**config.mk**
```make
export PLATFORM = sky130hd
export DESIGN_NAME = lzwc9_cell
export DESIGN_NICKNAME = d
export VERILOG_FILES = /design/src/design/lzwc9_cell.sv
export SDC_FILE = /design/constraint.sdc
export NUM_CORES = 1
export LEC_CHECK = 0
export ABC_AREA = 1
export BUFFER_PORTS_ARGS = -buffer_cell sky130_fd_sc_hd__buf_2
export CAP_MARGIN = 15
export CORE_AREA = 2 2 49 46
export CTS_CLUSTER_SIZE = 8
export DETAILED_ROUTE_END_ITERATION = 7
export DIE_AREA = 0 0 51 48
export GPL_TIMING_DRIVEN = 0
export PLACE_DENSITY = 0.84
export SLEW_MARGIN = 20
export SYNTH_ARGS = -nofsm -noshare
export SYNTH_HDL_FRONTEND = slang
export SYNTH_SLANG_ARGS = --single-unit
```
**constraint.sdc**
```tcl
create_clock -name clk -period 2.2 [get_ports clk]
set_input_delay 0.11 -clock clk [delete_from_list [all_inputs] [get_ports clk]]
set_output_delay 0.11 -clock clk [all_outputs]
set_load 0.03 [all_outputs]
```
**src/design/lzwc9_cell.sv**
```systemverilog
// Dictionary cell: holds one (prefix, byte) entry and flags an exact match.
module lzwc9_cell #(
	parameter int CW   = 9,
	parameter int CODE = 257
) (
	input  logic           clk,
	input  logic           wr_en,
	input  logic [CW:0]    next_code,
	input  logic [CW+7:0]  key,
	output logic           hit
);

	logic [CW+7:0] entry_q;
	logic          hit_q;

	// Entry write when this cell's code is the next one to be assigned
	always_ff @(posedge clk) begin
		if (wr_en && next_code == (CW+1)'(CODE)) begin
			entry_q <= key;
		end
	end

	// Only assigned codes take part in the match
	always_ff @(posedge clk) begin
		hit_q <= ((CW+1)'(CODE) < next_code) && (entry_q == key);
	end

	assign hit = hit_q;

endmodule

```
==> metrics.yaml <==
fmax_mhz: 817
dr.pass1.iters: 2
clkLatencyLatePin_ps: 300
syn_inst: 97
stdcell_count: 164
slew_violations: 0
period_minus_slack_ps: 1220
multiInputGateArea_um2: 282
area_growth_pct: 35.0
clock-sinks: 18
synth_area_um2: 882
core_um2: 1900
wl_per_cell_um: 9.73
cp.buffers_inverters: 2
drt_iter0_drc: 8
routed_wl_mm: 1.60
dp_cells: 152
portBuffers: 29
drtAntennaViolNets: 0
arrival_ps: 1240
timing.hold.ws_ps: 11.0
dpl_cell_area_um2: 1070
die_h_um: 48
worstPathMaxFanout: 9
peakVddDrop_uv: 325
crit_family: "simple AND/OR/NAND/NOR gates"
drive_above_1_share: 0.273
dpl_worst_slack_ps: 639
clock_tree.buffer_depth: 2
grt_max_degree: 11
n_antenna_cell: 0
worst_slack_ps: 975
critPathMaxStageDelay_ps: 600
grt_remaining_overflow: 0
critical_path.slowest_cell: "nor3_2"
gp_congestion: 0.709
crit_chain: "buf_2, nor2_1, nand2_1, nor3_2, buf_6"
die_area_um2: 2450
reg2reg_from: "entry_q[16]$_DFFE_PP_"
cp.required_ps: 2220
grt_pass1_wl_mm: 2.67
finalCritPeriodShare: 0.557
synth-seq-cells: 18
hold_viol: 0
syn-num-nets: 126
rsz0062_at_grt: "no"
critPathKind: "in -> reg"
grt_pass1_vias: 681
yosys.cell_types.count: 13
via_count: 732
fillers: 182
yosysSeqAreaShare: 0.601
synth_area_per_cell_um2: 9.09
cts_setup_buffers: 0
total_power_uw: 651
dpl.hpwl_mm: 1.25
seqCellArea_um2: 531
finalSetupViolCount: 0
powerDensity_nw_per_um2: 547
fin_worst_skew_ps: 6.30
antenna_found_initial: 0
startpoint_type: "input pin"
drv_cap: 0
final_cell_mix: "35 x nand2_1, 29 x buf_2, 20 x inv_1"
layout_commonest_cell: "nand2_1"
p_leak_nw: 0.571
ys_warn_count: 0
die_x_um: 51
start_util: 0.465
rows: 15
status: "complete, no violations"
io-pin-count: 30
finalSetupTns_ps: 0
grt.total_usage: 0.152
cts_buffers: 3
hold_class: "in -> reg"
viasPerCell: 4.46
cts_root_buffer: "clkbuf_4"
tightest_slew_ps: 689
clk_pin_slew_ps: 110
hp-start: "key[13]"
post-route-util: 0.628
post-route-cell-area_um2: 1190
slew_headroom: 0.538
end_kind: "flip-flop"
cts_htree_levels: 1
drc: 0
nets: 169
tritoncts: "done"
cp-startpoint: "next_code[6]"
path summary, 6_finish.rpt:
check        slack (ps)                    end  cells past startpoint
max                 980   entry_q[7]$_DFFE_PP_                      5
min                  10  entry_q[13]$_DFFE_PP_                      1
max reg2reg        1220            hit$_DFF_P_                      7
min reg2reg         650            hit$_DFF_P_                      5
flip-flops by register name (all words and copies together), names as in the netlist:
name	count
entry_q	17
hit	1
power by group:
part | switching, mW | leakage, nW | internal, mW | total, mW
Combinational | 0.0291 | 0.389 | 0.0392 | 0.0684
Clock | 0.108 | 0.0210 | 0.101 | 0.209
Sequential | 0.0000824 | 0.161 | 0.374 | 0.374
metal layers:
| metal | global-route usage | wire length, um | vias to the layer above |
|---|---|---|---|
| met5 | 0 | 0 | - |
| met4 | 0.0811 | 34 | 0 |
| met2 | 0.265 | 814 | 23 |
| met3 | 0.0281 | 81 | 5 |
| met1 | 0.185 | 665 | 326 |
| li1 | - | - | 378 |
cell usage after synthesis:
library cell	instances	area (um2)
nor2_2	2	12.5
nand4_1	1	6.26
nand2_1	35	131
xnor2_1	7	61.3
o21ai_1	2	10.0
nand2_2	1	6.26
nor3_1	1	5.00
xor2_1	1	8.76
nor2_1	8	30.0
edfxtp_1	17	510
nand3_1	1	5.00
inv_1	20	75.1
dfxtp_1	1	20.0
kinds of logic after synthesis:
kind of cell           share of synthesized area
AO/OA/AOI/OAI                             0.0113
AND/OR/NAND/NOR                            0.223
XOR/XNOR                                  0.0794
buffers and inverters                     0.0851
flip-flops                                 0.601
worst reg2reg max path, cell delays in order, from the launching register on:
cell and delay, ps:
edfxtp_1 400, inv_1 70, nand2_1 50, nand2_1 60, nand2_1 50, nor2_1 90
nand3_1 100, nor2_2 110
final cells by class:
type,count,area share
well taps,25,0.0263
multi-input cells,59,0.236
flip-flops and latches,18,0.445
repair buffers,38,0.199
clock buffers,4,0.0305
inverters,20,0.0630
timing repair:
action | in CTS | in global routing
resized for setup | 0 | 0
setup endpoints to repair | 0 | 0
hold endpoints to repair | 4 | 4
hold buffers | 4 | 4
Note: power is estimated with default switching activity, not from simulation.
